**config.mk**
```make
export PLATFORM = sky130hd
export DESIGN_NAME = vwd_ram
export DESIGN_NICKNAME = d
export VERILOG_FILES = /design/src/sv/vwd_ram.sv
export SDC_FILE = /design/constraint.sdc
export NUM_CORES = 1
export LEC_CHECK = 0
export BUFFER_PORTS_ARGS = -buffer_cell sky130_fd_sc_hd__buf_2
export CAP_MARGIN = 30
export CORE_ASPECT_RATIO = 1.5
export CORE_UTILIZATION = 60
export CTS_BUF_LIST = sky130_fd_sc_hd__clkbuf_2 sky130_fd_sc_hd__clkbuf_4 sky130_fd_sc_hd__clkbuf_8
export CTS_CLUSTER_DIAMETER = 60
export DETAILED_ROUTE_END_ITERATION = 10
export GPL_TIMING_DRIVEN = 0
export HOLD_SLACK_MARGIN = 0.05
export PLACE_DENSITY_LB_ADDON = 0.25
export SLEW_MARGIN = 30
export SYNTH_ARGS = -nofsm -noshare
export SYNTH_HDL_FRONTEND = slang
export SYNTH_SLANG_ARGS = --single-unit
```
**constraint.sdc**
```tcl
create_clock -name clk -period 4.5 [get_ports clk]
set_input_delay 0.225 -clock clk [delete_from_list [all_inputs] [get_ports clk]]
set_output_delay 0.225 -clock clk [all_outputs]
set_load 0.03 [all_outputs]
```
**src/sv/vwd_ram.sv**
```systemverilog
// Generic single-clock RAM: one write port, one read port, registered read data.
module vwd_ram #(
    parameter int unsigned WIDTH = 8,
    parameter int unsigned DEPTH = 16
) (
    input  logic                     clk,
    input  logic                     we,
    input  logic [$clog2(DEPTH)-1:0] waddr,
    input  logic [WIDTH-1:0]         wdata,
    input  logic [$clog2(DEPTH)-1:0] raddr,
    output logic [WIDTH-1:0]         rdata
);

    logic [WIDTH-1:0] mem [DEPTH];

    always_ff @(posedge clk)
    begin
        if (we)
        begin
            mem[waddr] <= wdata;
        end
        rdata <= mem[raddr];
    end

endmodule
```
## After elaboration in Yosys (flattened, before gate mapping)

Memories as Yosys holds them, arrays and structs flattened. A register that Yosys moved wholly into a read port is not among the register bits.
Index checks and enable logic that the tools add are counted.

- Register bits: 0
- Bits in writable memories: 128
- Input bits: 18
- Word-level logic and storage cells: 3
- Memories kept: 1

Memories:

| name | words | bits a word | read ports | clocked after memory_dff | wr ports | line | RTL |
|---|---|---|---|---|---|---|---|
| mem | 16 | 8 | 1 | 1 | 1 | 14 | `logic [WIDTH-1:0] mem [DEPTH];` |

- Muxes and demuxes: 2

Operators by type and width:

| operator | count |
|---|---|
| two-way mux 1 bit | 2 |

## Logic depth before layout (Yosys ltp)

- Depth after elaboration: 2
- Gate-level depth with buffers: 5
- Gate-level depth less buffers: 3

## Worst setup path after synthesis

Ideal clock, no wire load.

- Path type: in2reg
- From: input port waddr[2]
- To: memory mem[0][0] (enable)
- Setup time: 0.383 ns
- Arrival time: 1.335 ns
- Required time: 4.117 ns
- Setup slack: 2.782 ns
- Stages: 2
- Buffers on the path: 0
- Cell sequence: or3b_2 -> nor3_1

RTL lines:

| what | line | RTL |
|---|---|---|
| from (decl) | 8 | `input logic [$clog2(DEPTH)-1:0] waddr,` |
| to (decl) | 14 |  |

Straight into the memory's write port.

## Final worst setup path

- From: input port waddr[2]
- To: memory mem[3][2] (enable)

Straight into the memory's write port.

==> impl_results.md <==
* Setup Fix Bufs, Post-CTS at 0
* Sequential element share of the synthesized area at 0.778
* Total gr overflow at 0
* Antenna viol nets, final at 0
* Final #Nets at 290
* Area leader, netlist: edfxtp_1
* Crit-path leading delay family: simple AND/OR/NAND/NOR gates
* Number of synthesis warnings at 0
* Die Y at roughly 120 um
* Vias per Instance at roughly 6
* Syn Area/Cell at 22.5 sq um
* Initial antenna violation count at 0
* Final hold vios at 0
* First-pass GRT wire length at roughly 14 mm
* Post-synth top area share at 0.747
* Post-synth EDFFs at about 130
* Core area at approximately 0.0084 sq mm
* Mapped Nets at between 200 and 250
* Largest net degree at the start of global routing at 17
* Crit path cell chain: buf_2 -> or3b_2 -> nor2_1
* Cell area after layout at around 0.006 sq mm
* Router iterations before antenna repair at 4
* #FFs+latches synth at between 100 and 150
* Vias in the first global route at between 2000 and 2500
* Max Clock Freq at roughly 670 MHz
* Post-Synth Simple-Gate Area at 0.0318
* Area Growth Syn to Fin at 14.6%
* Routability cong. at roughly 0.82
* Largest family of logic cells by synthesized area: multiplexers
* Post-synthesis compound-gate area fraction at 0.0233
* H-tree depth at 4
* Clock Latency Late Sink at about 0.43 ns
* Cell variety after synth at 19
* Root Driver: clkbuf_8
* Data arrival, critical path at around 1.6 ns
* Leakage power at a little under 0.002 uW
* Synth top area cells: edfxtp_1 (75%), mux4_2 (7.9%), mux4_1 (7.1%)
* I/O pin count at 26
* Setup TNS at 0 ns
* XOR/XNOR Fraction of Synth Area at 0
* Cell area after placement at ~0.0054 sq mm
* IO buf count at 24
* CP Max Fanout at 8
* Synth Area in Adders at 0
* Layout cells sized above 1 at 0.309
* Initial Util at 0.616
* Cts-stage hold buffer count at 0
* Clk sinks at between 100 and 150
* Hold crit path type: in -> reg
* Status: complete, no violations
* Worst vdd rail ir drop at approximately 0.32 mV
* Fin. max-slew vios at 0
* Crit path time final at between 1 and 1.5 ns
* CP Data Required Time at 4.56 ns
* CTS-repair resized insts at 0
* CTS max path bufs at 2
* DRC marker count from the first detailed-route iteration at 180
* Placement Rows at 41
* Synth cell count leaders: edfxtp_1 (128), mux4_2 (18), a22oi_1 (16)
* Cell area after synthesis at ~0.0051 sq mm
* Clock skew at roughly 0.0074 ns
* Die width at 77.6 um
* Die area at between 0.008 and 0.009 sq mm
* Rel. slew slack at 0.439
* Vias at 2398
* CTS buffer count at 17
* Drt total wl at about 9.6 mm
* Total track usage at 0.242
* Fin crit share at 0.330
* Buffer and inverter count on the worst path at 1
* Synth Flop Type: edfxtp_1
* ANT cells at 0
* Register clock-pin slew on the reported worst setup and hold paths at 0.07 ns
* Avg WL per Cell at approximately 24 um
* Most frequent cell after synthesis: edfxtp_1
* Syn Inst Count at 229
* DR DRC count at 0
* RSZ-0062 raised after global routing: false
* PD cells at 465 mW/mm^2
* CTS tree: built
* Slowest stage delay, CP at 0.66 ns
* HPWL after DPL at 6.18 mm
* Maximum Capacitance Violations at 0
* Mux cell area share after synthesis at 0.150
* CP Capture Type: flop
* Critical path's slowest cell: nor2_1
* Worst Max-Slew Pin Slew at 0.839 ns
* Asr flop ratio synth at 0
* Startpoint types: input port
* Crit Path Class: in -> reg
* Final Setup Violations at 0
==> power by group <==
| part | switching [uW] | internal [uW] |
|---|---|---|
| clock network | 444 | 724 |
| logic | 94.2 | 56.5 |
| registers | 6.78 | 1420 |
| total | 545 | 2200 |
==> final timing paths <==
check / startpoint / to / slack [ns] / depth (start not counted)
max: waddr[2] / mem[3][2] / 3.01 / 3
min: wdata[5] / mem[6][5] / 0.19 / 1
max reg2reg: mem[1][1] / rdata[1] / 3.04 / 3
min reg2reg: mem[15][0] / rdata[0] / 0.68 / 3
==> kinds of logic after synthesis <==
logic type	Yosys count
multiplexers	32
AND/OR/NAND/NOR	35
AO/OA/AOI/OAI	16
buffers and inverters	10
flip-flops	136
==> placed cells by master (no fill, tap or decap), drive strengths merged, types with 2 or more instances in the layout <==
cell and n:
edfxtp 128, mux4 32, buf 31, clkbuf 18, a22oi 16, nor2 13, nand2 9, dfxtp 8
bufinv 6, clkinv 6, nor3 4, clkdlybuf4s25 3, nand3b 2, nand2b 2, clkinvlp 2
==> final cells by class <==
cell class                      count  area [sq um]
Sequential cell                   136          4000
Fill cell                         501          2460
Multi-Input combinational cell     83          1080
Clock buffer                       18           248
Clock inverter                     14           228
Tap cell                          107           134
Timing Repair Buffer               24           120
Buffer                             10          86.3
==> per-layer routing <==
metal,track usage,up-vias,routed length [um]
met1,0.294,1244,3650
li1,-,1059,-
met2,0.410,82,5200
met3,0.0638,13,516
met5,0,-,0
met4,0.111,0,197
==> metrics by stage <==
step	total power [uW]	worst slack (ns)	hold WS [ns]	instances	utilization
after floorplan	1540	2.78	0.324	229	-
after global placement	1590	2.24	0.622	360	0.646
after detailed placement	1600	2.58	0.642	360	0.648
after CTS	2760	3.04	0.166	392	0.705
after global routing	2820	2.98	0.179	392	0.705
final	2740	3.01	0.187	392	0.705
==> state kept, by name, indices dropped and copies added, names as in the netlist <==
| name | cells |
|---|---|
| mem | 128 |
| rdata | 8 |
Note: power is estimated with default switching activity, not from simulation.
